`src/rtl/srtk_pkg.sv`:
```
// Package for the sigmoid top-k router: widths, register indexes, sigmoid table.
// Used by every module of the block but the checker; depends on nothing.
`timescale 1ns / 1ps
`default_nettype none
package srtk_pkg;
	localparam int MaxExperts = 256;
	localparam int MaxTopk = 8;
	localparam int CntW = $clog2(MaxExperts + 1);
	localparam int SlotW = $clog2(MaxTopk);
	localparam int FillW = $clog2(MaxTopk + 1);
	localparam int SumW = 16 + FillW;
	localparam int QDepth = 2;

	localparam logic [1:0] RegTopK = 2'd0;
	localparam logic [1:0] RegNormalize = 2'd1;
	localparam logic [1:0] RegWeightScale = 2'd2;

	typedef struct packed {
		logic [15:0] score;
		logic signed [18:0] choice;
		logic last;
		logic ranked;
	} item_t;

	typedef struct packed {
		logic [7:0] id;
		logic signed [18:0] choice;
		logic [15:0] score;
	} entry_t;

	function automatic logic [16:0] sig_tab(input logic [5:0] i);
		logic [16:0] t;
		case (i)
			6'd0: t = 17'd32768;  6'd1: t = 17'd36843;  6'd2: t = 17'd40793;
			6'd3: t = 17'd44511;  6'd4: t = 17'd47911;  6'd5: t = 17'd50941;
			6'd6: t = 17'd53581;  6'd7: t = 17'd55834;  6'd8: t = 17'd57724;
			6'd9: t = 17'd59287;  6'd10: t = 17'd60565; 6'd11: t = 17'd61598;
			6'd12: t = 17'd62428; 6'd13: t = 17'd63090; 6'd14: t = 17'd63615;
			6'd15: t = 17'd64030; 6'd16: t = 17'd64357; 6'd17: t = 17'd64614;
			6'd18: t = 17'd64816; 6'd19: t = 17'd64974; 6'd20: t = 17'd65097;
			6'd21: t = 17'd65194; 6'd22: t = 17'd65269; 6'd23: t = 17'd65328;
			6'd24: t = 17'd65374; 6'd25: t = 17'd65410; 6'd26: t = 17'd65438;
			6'd27: t = 17'd65459; 6'd28: t = 17'd65476; 6'd29: t = 17'd65489;
			6'd30: t = 17'd65500; 6'd31: t = 17'd65508; default: t = 17'd65514;
		endcase
		return t;
	endfunction
endpackage
`default_nettype wire

```
`src/rtl/srtk_if.sv`:
```
// Handshake channel interfaces for the router: input, result and config write.
// Depends on nothing.
`timescale 1ns / 1ps
`default_nettype none
interface srtk_in_if;
	logic valid;
	logic ready;
	logic signed [15:0] logit;
	logic signed [17:0] bias;
	logic last_expert;
	modport source (output valid, logit, bias, last_expert, input ready);
	modport sink (input valid, logit, bias, last_expert, output ready);
endinterface

interface srtk_out_if;
	logic valid;
	logic ready;
	logic [7:0] expert_id;
	logic [19:0] weight;
	logic [2:0] rank;
	logic last_result;
	modport source (output valid, expert_id, weight, rank, last_result, input ready);
	modport sink (input valid, expert_id, weight, rank, last_result, output ready);
endinterface

interface srtk_cfg_if;
	logic valid;
	logic ready;
	logic [1:0] index;
	logic [15:0] data;
	modport source (output valid, index, data, input ready);
	modport sink (input valid, index, data, output ready);
endinterface
`default_nettype wire

```
`src/rtl/srtk_front.sv`:
```
// Front end: accepts an expert beat, forms its sigmoid score and choice value.
// Depends on srtk_pkg and srtk_if.
`timescale 1ns / 1ps
`default_nettype none
module srtk_front import srtk_pkg::*; (
	input wire clk,
	input wire arst_n,
	srtk_in_if.sink in_ch,
	output item_t item,
	output logic item_valid,
	input wire item_ready
);
	logic [CntW-1:0] count_q;
	logic [15:0] mag_s1;
	logic neg_s1, last_s1, ranked_s1, v_s1;
	logic signed [17:0] bias_s1;
	logic [16:0] mag;
	logic [5:0] idx;
	logic [16:0] t0, t1, s;
	logic [26:0] prod;
	logic [16:0] score;

	assign in_ch.ready = !v_s1 || item_ready;
	assign mag = in_ch.logit[15] ? 17'(-{in_ch.logit[15], in_ch.logit}) : {1'b0, in_ch.logit};

	always_ff @(posedge clk or negedge arst_n) begin
		if (!arst_n) begin
			v_s1 <= 1'b0;
			count_q <= '0;
		end else begin
			if (in_ch.valid && in_ch.ready) begin
				v_s1 <= 1'b1;
				if (in_ch.last_expert) count_q <= '0;
				else if (count_q < CntW'(MaxExperts)) count_q <= count_q + 1'b1;
			end else if (item_ready) begin
				v_s1 <= 1'b0;
			end
		end
	end

	always_ff @(posedge clk) begin
		if (in_ch.valid && in_ch.ready) begin
			mag_s1 <= mag[15:0] | {mag[16], 15'd0};
			neg_s1 <= in_ch.logit[15];
			bias_s1 <= in_ch.bias;
			last_s1 <= in_ch.last_expert;
			ranked_s1 <= count_q < CntW'(MaxExperts);
		end
	end

	// A magnitude of 32768 only comes from the most negative logit and maps to index 32.
	always_comb begin
		idx = neg_s1 && mag_s1 == 16'h8000 ? 6'd32 : {1'b0, mag_s1[14:10]};
		t0 = sig_tab(idx);
		t1 = sig_tab(idx == 6'd32 ? 6'd32 : idx + 6'd1);
		prod = 27'(t1 - t0) * 27'(mag_s1[9:0]) + 27'd512;
		s = idx == 6'd32 ? t0 : t0 + 17'(prod >> 10);
		score = neg_s1 ? 17'd65536 - s : s;
		item.score = score[15:0];
		item.choice = 19'(signed'({2'b00, score})) + 19'(bias_s1);
		item.last = last_s1;
		item.ranked = ranked_s1;
	end
	assign item_valid = v_s1;
endmodule
`default_nettype wire

```
`src/rtl/srtk_queue.sv`:
```
// Short FIFO between the front end and the back end.
// Depends on srtk_pkg.
`timescale 1ns / 1ps
`default_nettype none
module srtk_queue import srtk_pkg::*; (
	input wire clk,
	input wire arst_n,
	input item_t wr_item,
	input wire wr_valid,
	output logic wr_ready,
	output item_t rd_item,
	output logic rd_valid,
	input wire rd_ready
);
	item_t mem_q [QDepth];
	logic wp_q, rp_q;
	logic [1:0] cnt_q;
	logic wr, rd;

	assign wr_ready = cnt_q != 2'(QDepth);
	assign rd_valid = cnt_q != 2'd0;
	assign rd_item = mem_q[rp_q];
	assign wr = wr_valid && wr_ready;
	assign rd = rd_valid && rd_ready;

	always_ff @(posedge clk or negedge arst_n) begin
		if (!arst_n) begin
			wp_q <= 1'b0;
			rp_q <= 1'b0;
			cnt_q <= '0;
		end else begin
			if (wr) wp_q <= !wp_q;
			if (rd) rp_q <= !rp_q;
			cnt_q <= cnt_q + 2'(wr) - 2'(rd);
		end
	end
	always_ff @(posedge clk) if (wr) mem_q[wp_q] <= wr_item;
endmodule
`default_nettype wire

```
`src/rtl/srtk_div.sv`:
```
// Restoring divider: one quotient bit per cycle into a 32-bit quotient; the back end takes Q1.16 weights.
// Depends on srtk_pkg.
`timescale 1ns / 1ps
`default_nettype none
module srtk_div import srtk_pkg::*; (
	input wire clk,
	input wire arst_n,
	input wire start,
	input wire [31:0] num,
	input wire [SumW-1:0] den,
	output logic busy,
	output logic [31:0] quo
);
	logic [31:0] n_q;
	logic [SumW:0] r_q;
	logic [5:0] step_q;
	logic [SumW:0] trial;

	assign trial = {r_q[SumW-1:0], n_q[31]};
	assign busy = step_q != 6'd0;
	assign quo = n_q;

	always_ff @(posedge clk or negedge arst_n) begin
		if (!arst_n) step_q <= '0;
		else if (start) step_q <= 6'd32;
		else if (busy) step_q <= step_q - 6'd1;
	end
	always_ff @(posedge clk) begin
		if (start) begin
			n_q <= num;
			r_q <= '0;
		end else if (busy) begin
			if (trial >= {1'b0, den}) begin
				r_q <= trial - {1'b0, den};
				n_q <= {n_q[30:0], 1'b1};
			end else begin
				r_q <= trial;
				n_q <= {n_q[30:0], 1'b0};
			end
		end
	end
endmodule
`default_nettype wire

```
`src/rtl/srtk_back.sv`:
```
// Back end: sorted top-k list insertion and result emission with weighting.
// Depends on srtk_pkg, srtk_if and srtk_div.
`timescale 1ns / 1ps
`default_nettype none
module srtk_back import srtk_pkg::*; (
	input wire clk,
	input wire arst_n,
	input item_t item,
	input wire item_valid,
	output logic item_ready,
	input wire [3:0] top_k,
	input wire normalize,
	input wire [15:0] weight_scale,
	srtk_out_if.source out_ch
);
	typedef enum logic [4:0] {
		StIns = 5'b00001, StSum = 5'b00010, StDiv = 5'b00100,
		StMul = 5'b01000, StOut = 5'b10000
	} state_t;

	state_t state_q;
	entry_t list_q [MaxTopk];
	logic [FillW-1:0] fill_q, n_q;
	logic [7:0] id_q;
	logic [SlotW-1:0] j_q;
	logic [SumW-1:0] sum_q;
	logic [32:0] prod_q;
	logic div_go_q;
	logic [3:0] k;
	logic [FillW-1:0] fill_nx;
	logic [FillW-1:0] n;
	logic [MaxTopk-1:0] below;
	logic div_start, div_busy;
	logic [31:0] quo;
	logic [19:0] wsat;
	logic [32:0] rnd;

	assign item_ready = state_q == StIns;

	// Slot p moves down when the new choice beats it; ties keep the earlier expert.
	always_comb begin
		for (int p = 0; p < MaxTopk; p++)
			below[p] = FillW'(p) < fill_q && list_q[p].choice >= item.choice;
		k = top_k == 4'd0 ? 4'd1 : (top_k > 4'(MaxTopk) ? 4'(MaxTopk) : top_k);
		// The count of results must include the beat being inserted this cycle.
		fill_nx = (state_q == StIns && item_valid && item.ranked && fill_q < FillW'(MaxTopk)) ?
			fill_q + 1'b1 : fill_q;
		n = FillW'(k) < fill_nx ? FillW'(k) : fill_nx;
	end

	always_ff @(posedge clk) begin
		if (state_q == StIns && item_valid && item.ranked) begin
			for (int p = MaxTopk - 1; p >= 0; p--) begin
				if (!below[p]) begin
					if (p == 0 || below[p-1])
						list_q[p] <= '{id: id_q, choice: item.choice, score: item.score};
					else
						list_q[p] <= list_q[p-1];
				end
			end
		end
	end

	// The divider starts in the first cycle of each divide step, once the sum is complete.
	assign div_start = div_go_q;
	srtk_div u_div (
		.clk(clk), .arst_n(arst_n), .start(div_start),
		.num({list_q[j_q].score, 16'd0} + 32'(sum_q >> 1)),
		.den(sum_q),
		.busy(div_busy), .quo(quo)
	);

	assign rnd = prod_q + 33'd2048;
	assign wsat = |rnd[32:32] || |(rnd[31:12] >> 20) ? 20'hFFFFF : rnd[31:12];

	always_ff @(posedge clk or negedge arst_n) begin
		if (!arst_n) begin
			state_q <= StIns;
			fill_q <= '0;
			id_q <= '0;
			j_q <= '0;
			div_go_q <= 1'b0;
			out_ch.valid <= 1'b0;
		end else begin
			case (state_q)
				StIns: if (item_valid) begin
					if (item.ranked && fill_q < FillW'(MaxTopk)) fill_q <= fill_q + 1'b1;
					if (item.last) begin
						id_q <= '0;
						j_q <= '0;
						state_q <= StSum;
					end else if (item.ranked) begin
						id_q <= id_q + 8'd1;
					end
				end
				StSum: if (FillW'(j_q) + 1'b1 >= n_q) begin
					j_q <= '0;
					div_go_q <= normalize;
					state_q <= normalize ? StDiv : StMul;
				end else begin
					j_q <= j_q + 1'b1;
				end
				StDiv: begin
					div_go_q <= 1'b0;
					if (!div_busy && !div_go_q) state_q <= StMul;
				end
				StMul: state_q <= StOut;
				StOut: if (!out_ch.valid) begin
					out_ch.valid <= 1'b1;
				end else if (out_ch.ready) begin
					out_ch.valid <= 1'b0;
					if (out_ch.last_result) begin
						fill_q <= '0;
						state_q <= StIns;
					end else begin
						j_q <= j_q + 1'b1;
						div_go_q <= normalize;
						state_q <= normalize ? StDiv : StMul;
					end
				end
				default: state_q <= StIns;
			endcase
		end
	end

	always_ff @(posedge clk) begin
		if (state_q == StIns) begin
			n_q <= n;
			sum_q <= '0;
		end
		if (state_q == StSum) sum_q <= sum_q + SumW'(list_q[j_q].score);
		// A normalized weight can reach 1.0, which needs the seventeenth bit.
		if (state_q == StMul)
			prod_q <= 33'(normalize ? quo[16:0] : {1'b0, list_q[j_q].score}) *
				33'(weight_scale);
		if (state_q == StOut && !out_ch.valid) begin
			out_ch.expert_id <= list_q[j_q].id;
			out_ch.weight <= wsat;
			out_ch.rank <= 3'(j_q);
			out_ch.last_result <= FillW'(j_q) + 1'b1 == n_q;
		end
	end
endmodule
`default_nettype wire

```
`src/rtl/sigmoid_router_top_k_unit.sv`:
```
// Sigmoid top-k router. An expert beat reaches the sorted list through the front stage
// and queue; beats can be accepted every cycle within a token unless the back end is
// busy with results. After the last beat: a sum pass over the list, then per result a
// divide in the 32-step divider (with normalize), a multiply and an output step.
// Reset (arst_n low) clears the counts and sets top_k=1, normalize=0, weight_scale=4096.
`timescale 1ns / 1ps
`default_nettype none
module sigmoid_router_top_k_unit import srtk_pkg::*; (
	input wire clk,
	input wire arst_n,
	srtk_in_if.sink in_ch,
	srtk_out_if.source out_ch,
	srtk_cfg_if.sink cfg
);
	logic [3:0] top_k_q;
	logic normalize_q;
	logic [15:0] weight_scale_q;
	item_t f_item, q_item;
	logic f_valid, f_ready, q_valid, q_ready;

	assign cfg.ready = 1'b1;
	always_ff @(posedge clk or negedge arst_n) begin
		if (!arst_n) begin
			top_k_q <= 4'd1;
			normalize_q <= 1'b0;
			weight_scale_q <= 16'd4096;
		end else if (cfg.valid) begin
			case (cfg.index)
				RegTopK: top_k_q <= cfg.data[3:0];
				RegNormalize: normalize_q <= cfg.data[0];
				RegWeightScale: weight_scale_q <= cfg.data;
				default: ;
			endcase
		end
	end

	srtk_front u_front (.clk(clk), .arst_n(arst_n), .in_ch(in_ch),
		.item(f_item), .item_valid(f_valid), .item_ready(f_ready));
	srtk_queue u_queue (.clk(clk), .arst_n(arst_n), .wr_item(f_item), .wr_valid(f_valid),
		.wr_ready(f_ready), .rd_item(q_item), .rd_valid(q_valid), .rd_ready(q_ready));
	srtk_back u_back (.clk(clk), .arst_n(arst_n), .item(q_item), .item_valid(q_valid),
		.item_ready(q_ready), .top_k(top_k_q), .normalize(normalize_q),
		.weight_scale(weight_scale_q), .out_ch(out_ch));
endmodule
`default_nettype wire

```
`src/flat_wrapper.sv`:
```
// flat-port wrapper written by rule: the top's interface ports become plain ports
module sigmoid_router_top_k_unit_flat import srtk_pkg::*;
  (clk, arst_n, in_ch_valid, in_ch_logit, in_ch_bias, in_ch_last_expert, in_ch_ready, out_ch_valid, out_ch_expert_id, out_ch_weight, out_ch_rank, out_ch_last_result, out_ch_ready, cfg_valid, cfg_index, cfg_data, cfg_ready);
  srtk_in_if in_ch_i ();
  srtk_out_if out_ch_i ();
  srtk_cfg_if cfg_i ();
  input wire clk;
  input wire arst_n;
  input wire logic [$bits(in_ch_i.valid)-1:0] in_ch_valid;
  input wire logic [$bits(in_ch_i.logit)-1:0] in_ch_logit;
  input wire logic [$bits(in_ch_i.bias)-1:0] in_ch_bias;
  input wire logic [$bits(in_ch_i.last_expert)-1:0] in_ch_last_expert;
  output wire logic [$bits(in_ch_i.ready)-1:0] in_ch_ready;
  output wire logic [$bits(out_ch_i.valid)-1:0] out_ch_valid;
  output wire logic [$bits(out_ch_i.expert_id)-1:0] out_ch_expert_id;
  output wire logic [$bits(out_ch_i.weight)-1:0] out_ch_weight;
  output wire logic [$bits(out_ch_i.rank)-1:0] out_ch_rank;
  output wire logic [$bits(out_ch_i.last_result)-1:0] out_ch_last_result;
  input wire logic [$bits(out_ch_i.ready)-1:0] out_ch_ready;
  input wire logic [$bits(cfg_i.valid)-1:0] cfg_valid;
  input wire logic [$bits(cfg_i.index)-1:0] cfg_index;
  input wire logic [$bits(cfg_i.data)-1:0] cfg_data;
  output wire logic [$bits(cfg_i.ready)-1:0] cfg_ready;
  assign in_ch_i.valid = in_ch_valid;
  assign in_ch_i.logit = in_ch_logit;
  assign in_ch_i.bias = in_ch_bias;
  assign in_ch_i.last_expert = in_ch_last_expert;
  assign in_ch_ready = in_ch_i.ready;
  assign out_ch_valid = out_ch_i.valid;
  assign out_ch_expert_id = out_ch_i.expert_id;
  assign out_ch_weight = out_ch_i.weight;
  assign out_ch_rank = out_ch_i.rank;
  assign out_ch_last_result = out_ch_i.last_result;
  assign out_ch_i.ready = out_ch_ready;
  assign cfg_i.valid = cfg_valid;
  assign cfg_i.index = cfg_index;
  assign cfg_i.data = cfg_data;
  assign cfg_ready = cfg_i.ready;
  sigmoid_router_top_k_unit u_core (.clk(clk), .arst_n(arst_n), .in_ch(in_ch_i), .out_ch(out_ch_i), .cfg(cfg_i));
endmodule
```
`config.mk`:
```
export PLATFORM = sky130hd
export DESIGN_NAME = sigmoid_router_top_k_unit_flat
export DESIGN_NICKNAME = d
export VERILOG_FILES = /design/src/rtl/srtk_pkg.sv /design/src/rtl/srtk_if.sv /design/src/rtl/srtk_front.sv /design/src/rtl/srtk_queue.sv /design/src/rtl/srtk_div.sv /design/src/rtl/srtk_back.sv /design/src/rtl/sigmoid_router_top_k_unit.sv /design/src/flat_wrapper.sv
export SDC_FILE = /design/constraint.sdc
export NUM_CORES = 2
export LEC_CHECK = 0
export ABC_AREA = 1
export BUFFER_PORTS_ARGS = -buffer_cell sky130_fd_sc_hd__buf_2
export CAP_MARGIN = 20
export CELL_PAD_IN_SITES_DETAIL_PLACEMENT = 0
export CELL_PAD_IN_SITES_GLOBAL_PLACEMENT = 1
export CORE_MARGIN = 3
export CORE_UTILIZATION = 35
export DETAILED_ROUTE_END_ITERATION = 6
export GPL_ROUTABILITY_DRIVEN = 0
export GPL_TIMING_DRIVEN = 0
export PLACE_DENSITY_LB_ADDON = 0.1
export SLEW_MARGIN = 20
export SYNTH_ARGS = -nofsm -noshare
export SYNTH_HDL_FRONTEND = slang
export SYNTH_SLANG_ARGS = --single-unit
export TNS_END_PERCENT = 20
```
`constraint.sdc`:
```
create_clock -name clk -period 18.6 [get_ports clk]
set_clock_uncertainty 0.15 [all_clocks]
set_input_delay 3.72 -clock clk [delete_from_list [all_inputs] [get_ports clk]]
set_output_delay 3.72 -clock clk [all_outputs]
set_load 0.01 [all_outputs]
```
After elaboration in Yosys (flattened, before gate mapping)
Memories as Yosys holds them, arrays and structs flattened.
Cells that the tools add are included.
- magnitude comparators: 22
- shifts and indexed selects: 0
- bitwise logic cells: 8
- mux-type cells: 122
- divide/modulo/power cells: 0
- equality and inequality tests: 20
- $add $sub $neg: 19
- reduce and logical (&&, ||, !) cells: 45
- $mul: 2
- operators by type and width (cell ; count):
    $mux W43 ; 7
    $ge A19 B19 Y1 ; 8
    $mux W17 ; 6
    $mux W1 ; 69
    $mux W32 ; 2
    $mux W20 ; 3
    $mux W4 ; 11
    $add A33 B12 Y33 const B ; 1
    $mul A17 B16 Y33 ; 1
    $add A32 B19 Y32 ; 1
    $mux W5 ; 6
    $add A27 B10 Y27 const B ; 1
    $mul A18 B11 Y27 ; 1
    $pmux W5 S5 ; 1
    $mux W6 ; 4
    $ge A21 B20 Y1 ; 1
    $add A20 B16 Y20 ; 1
    $sub A20 B20 Y20 ; 1
    $add A18 B18 Y19 ; 1
    $mux W3 ; 6
    $mux W9 ; 2
    $ne A2 B2 Y1 const B ; 9
    $reduce_and A6 Y1 ; 3
    $sub A17 B17 Y18 ; 1
    48 further kinds ; 91
- register bits: 241
- output and inout port bits: 35
- RAM bits: 418
- bits in latches: 0
- bits in read-only memories: 960
- word-level logic and storage cells: 271
- memories kept: 4
- memories (name ; depth ; bits a word ; read ports ; clocked after Yosys merged registers in ; write ports ; line ; source):
    (name not given) ; 32 ; 15 ; 1 ; 0 ; 0 ; srtk_pkg.sv:33 ; case (i)
    (name not given) ; 32 ; 15 ; 1 ; 0 ; 0 ; srtk_pkg.sv:33 ;
    u_core.u_back.list_q ; 8 ; 43 ; 9 ; 0 ; 8 ; srtk_back.sv:22 ; entry_t list_q [MaxTopk];
    u_core.u_queue.mem_q ; 2 ; 37 ; 1 ; 0 ; 1 ; srtk_queue.sv:15 ; item_t mem_q [QDepth];

Logic depth before layout (Yosys ltp)
An unclocked memory read counts as a cell.
- depth in word-level cells: 15
- depth in mapped cells: 74
- gate-level depth less buffers: 73

By module
Synthesis repeated with hierarchy kept, for this count alone.
- cell total of the unflattened synthesis: 6760
- area total of the unflattened synthesis: 55764.7 sq um
- modules (own cells, without submodules) (module ; cells an instance ; area each (sq um) ; times used):
    srtk_back ; 4013 ; 34828.4 ; 1
    srtk_front ; 1841 ; 13058.8 ; 1
    srtk_div ; 583 ; 4030.1 ; 1
    srtk_queue ; 225 ; 2934.1 ; 1
    sigmoid_router_top_k_unit ; 98 ; 913.4 ; 1

Worst setup path before layout
No wires, ideal clock.
- path type: flip-flop to flip-flop
- start point: reg u_core.u_front.mag_s1[11]
- end point: mem u_core.u_queue.mem_q[0][19] (netlist name) (data pin)
- path buffers: 2
- arrival time: 10375 ps
- setup slack: 7813 ps
- cell stages (with the launch flop): 61
- clock period less this slack: 10787 ps
- cell sequence: edfxtp_1 -> clkbuf_1 -> ha_1 -> inv_1 -> ha_1 -> nand2_2 -> inv_1 -> buf_2 -> o21ai_0 -> o21ai_0 -> nor3_1 -> a31oi_1 -> ha_1 -> nand3_1 -> nand2_1 -> nand2_1 -> nand2_1 -> a21oi_1 -> [25 not listed] -> a21oi_1 -> o21ai_0 -> a21oi_1 -> nand2_1 -> xor2_1 -> nor2_1 -> inv_1 -> nor3_1 -> nand3_1 -> nand2_1 -> xor2_1 -> ha_1 -> inv_1 -> nor3_1 -> nor3b_1 -> nand4_1 -> nand3_1 -> xor2_1
- RTL lines (what ; line ; source):
    start: declaration ; srtk_front.sv:14 ; logic [15:0] mag_s1;
    start signal: assignment ; srtk_front.sv:43 ; mag_s1 <= mag[15:0] | {mag[16], 15'd0};
    end: declaration ; srtk_queue.sv:15 ;

==> summary.md <==
| Metric | Value |
|---|---|
| Synth Area per Inst | `8.42 um^2` |
| Synth cell count leaders | `nand2_1 (1522), inv_1 (984), edfxtp_1 (565), nor2_1 (544), ha_1 (437)` |
| Post-synthesis simple-gate area fraction | `20.5%` |
| CP arrival | `14350 ps` |
| Area of the core | `0.153 mm^2` |
| Number of port buffers | `91` |
| Max-cap violations | `0` |
| Final min period | `14010 ps` |
| DRC viols | `0` |
| Top FF cell, synth | `edfxtp_1` |
| Yosys top cell by area | `edfxtp_1` |
| Post-Syn Nets | `7300` |
| GRT overflow | `0` |
| Status | `complete, no violations` |
| Starting DRT DRC Count | `3041` |
| Hold Path Depth | `0` |
| Hold Path Sink | `u_core.u_queue.mem_q[0][1]` |
| Tcrit/Tclk final | `75.3%` |
| DRT Pass-1 Iters | `6` |
| DR vias/cell | `5.05` |
| Slew HR | `19.9%` |
| Die height | `400 um` |
| Crit path top cell by count | `nand2_1` |
| Nets | `7510` |
| Number of CTS-inserted buffers | `82` |
| Reg2reg setup slack | `4590 ps` |
| Clock Tree Root | `clkbuf_16` |
| WS Path Type | `reg2reg` |
| Fin. Hold Viols | `0` |
| Most common cell in the netlist | `nand2_1` |
| Die W | `400 um` |
| # setup viols final | `0` |
| Via count | `44200` |
| Total negative slack | `0 ps` |
| Multiplexer area fraction after synthesis | `0.371%` |
| Worst-Skew Late Latency | `690 ps` |
| # rows | `143` |
| Post-route ant nets | `0` |
| DPL Wire Length | `142000 um` |
| Yosys top cell area share | `31.3%` |
| Worst reg2reg path depth | `62` |
| Synth Warn # | `0` |
| Flops & latches, synth | `648` |
| Main area contributors after synthesis | `edfxtp_1 (31%), fa_1 (13%), nand2_1 (11%)` |
| Reg2reg end | `u_core.u_queue.mem_q[1][19]` |
| Yosys cell types | `79` |
| CP max stage delay | `970 ps` |
| GRT Overall Usage | `22.7%` |
| Synth Area in Adders | `23.5%` |
| Worst Path Required | `18950 ps` |
| Hold Path Class | `reg2reg` |
| Achievable clock frequency | `71.4 MHz` |
| Slew of the pin with the lowest slew margin | `1190 ps` |
| P&R area growth vs syn | `11.4%` |
| Storage element area | `0.0189 mm^2` |
| Largest net degree at the start of global routing | `37` |
| Asr flop ratio synth | `9.72%` |
| Reg2reg start | `u_core.u_front.mag_s1[10]` |
| Syn Std Cell Area | `0.0543 mm^2` |
| Multi-input logic area | `0.0306 mm^2` |
| Compound-Gate Fraction of Synth Area | `9.48%` |
| HP Start | `u_core.u_front.last_s1` |
| Crit path max fanout | `9` |
| Die area | `0.160 mm^2` |
| Clock-pin slew on the worst setup and hold paths | `60 ps` |
| Fraction of layout cells with a size suffix above 1 | `7.27%` |
| Post-CTS sizing | `0` |
| Setup crit end kind | `flip-flop` |
| Seq/Total Area, Yosys | `34.9%` |
| Global-route wire length before repair | `276000 um` |
| RSZ-0062 raised after global routing | `false` |
| Largest family of logic cells by synthesized area | `adder cells` |
| Post-CTS setup buffers | `0` |
| Initial antenna violation count | `3` |
| Io pins | `93` |
| Ant. Diodes | `0` |
| Worst setup SP type | `flip-flop` |
| Vias in the first global route | `44400` |
| Dpl cell area | `0.0580 mm^2` |
| Hold Buf Count CTS | `0` |
| XOR/XNOR share of the synthesized area | `2.23%` |
| CTS tree | `done` |
| Starting Density | `35.5%` |
| EDFF count, synth | `565` |
| CTS sink cnt | `648` |
| Mapped Cells | `6440` |
| Final Slew Violations | `0` |
| WL/cell | `20.7 um` |
| Slowest CP cell | `a211oi_1` |
| Htree depth | `3` |
| WL final | `181000 um` |
| Clock Path Buffers | `3` |
| FILL cells | `15800` |
| Post-route cell area | `0.0605 mm^2` |
-- routing by layer --
metal | vias to the layer above | GRT usage, % | share of wire, %
met5 | - | 0 | 0.0072
met4 | 2 | 5.15 | 2.0
met3 | 172 | 2.31 | 4.6
met2 | 1011 | 37.6 | 47
met1 | 21500 | 32.1 | 47
li1 | 21400 | - | -
-- metrics by stage --
stage / utilization [%] / cells / setup slack [ps] / hold WS [ps]
2_1_floorplan: - / 6440 / 7810 / 270
3_3_place_gp: 37.4 / 8561 / 4500 / 275
3_5_place_dp: 37.9 / 8596 / 4500 / 280
4_1_cts: 39.5 / 8741 / 4430 / 294
5_1_grt: 39.5 / 8741 / 3410 / 300
6_report: 39.5 / 8741 / 4590 / 292
-- critical path, delay by kind of cell (launching register included) --
family          cells  cell delay [ps]
flops               1              540
compound gates      9             2290
simple gates       27             3610
xor+xnor            4             1080
fa+ha+maj          11             4770
buf+inv            11             1330
-- layout by cell type (no fill, tap or decap), types with 20 or more instances in the layout --
cell type / instances
inv_1: 982
fa_1: 365
a31oi_1: 33
a21oi_1: 370
edfxtp_1: 565
nor2_1: 539
o21ai_2: 21
clkbuf_1: 118
dfxtp_1: 20
nand2_1: 1522
buf_2: 171
nor4_1: 26
xnor2_1: 44
o21ai_0: 349
buf_4: 21
o21ai_1: 51
o211ai_1: 24
ha_1: 437
nand4_1: 50
nor3_1: 55
dfrtp_1: 60
clkbuf_16: 82
nand3_1: 366
xor2_1: 91
-- state kept, by name, summed over array words and instances, names as in the netlist, 5 cells and up --
name,count
u_core.u_back.list_q,344
u_core.u_queue.mem_q,74
u_core.u_back.u_div.quo,32
u_core.u_back.prod_q,22
u_core.u_back.out_ch.weight,20
u_core.u_back.sum_q,20
u_core.u_back.u_div.r_q,20
u_core.u_front.bias_s1,18
u_core.u_front.mag_s1,16
u_core.weight_scale_q,16
u_core.u_front.count_q,9
u_core.u_back.id_q,8
u_core.u_back.out_ch.expert_id,8
u_core.u_back.u_div.step_q,6
u_core.u_back.state_q,5
-- logic make-up after synthesis --
kind of cell / Yosys count
multiplexers: 18
other: 1
flip-flops: 648
XOR/XNOR: 136
buffers and inverters: 1227
AND/OR/NAND/NOR: 2663
adder cells (fa/ha/maj): 802
AO/OA/AOI/OAI: 945
-- worst max-delay path by stage --
stage                                  end  cells past startpoint                 startpoint  slack [ps]
2_1_floorplan  u_core.u_queue.mem_q[0][19]                     60  u_core.u_front.mag_s1[11]        7810
3_3_place_gp   u_core.u_queue.mem_q[0][19]                     58  u_core.u_front.mag_s1[10]        4500
3_5_place_dp   u_core.u_queue.mem_q[0][19]                     57  u_core.u_front.mag_s1[10]        4500
4_1_cts        u_core.u_queue.mem_q[0][19]                     58   u_core.u_front.mag_s1[8]        4430
5_1_grt        u_core.u_queue.mem_q[0][19]                     58   u_core.u_front.mag_s1[8]        3410
6_report       u_core.u_queue.mem_q[1][19]                     62  u_core.u_front.mag_s1[10]        4590
-- final cells by class --
| class | instances | area share [%] |
|---|---|---|
| tap | 2030 | 4.20 |
| buffer | 223 | 1.80 |
| clock buffer | 106 | 3.58 |
| sequential | 648 | 31.3 |
| inverter | 1004 | 6.23 |
| clock inverter | 39 | 0.530 |
| timing repair buffer | 126 | 1.73 |
| multi-input combinational | 4565 | 50.6 |
Power is not shown: default switching activity piles up to over one toggle a cycle in this logic, so the estimate is an artifact.
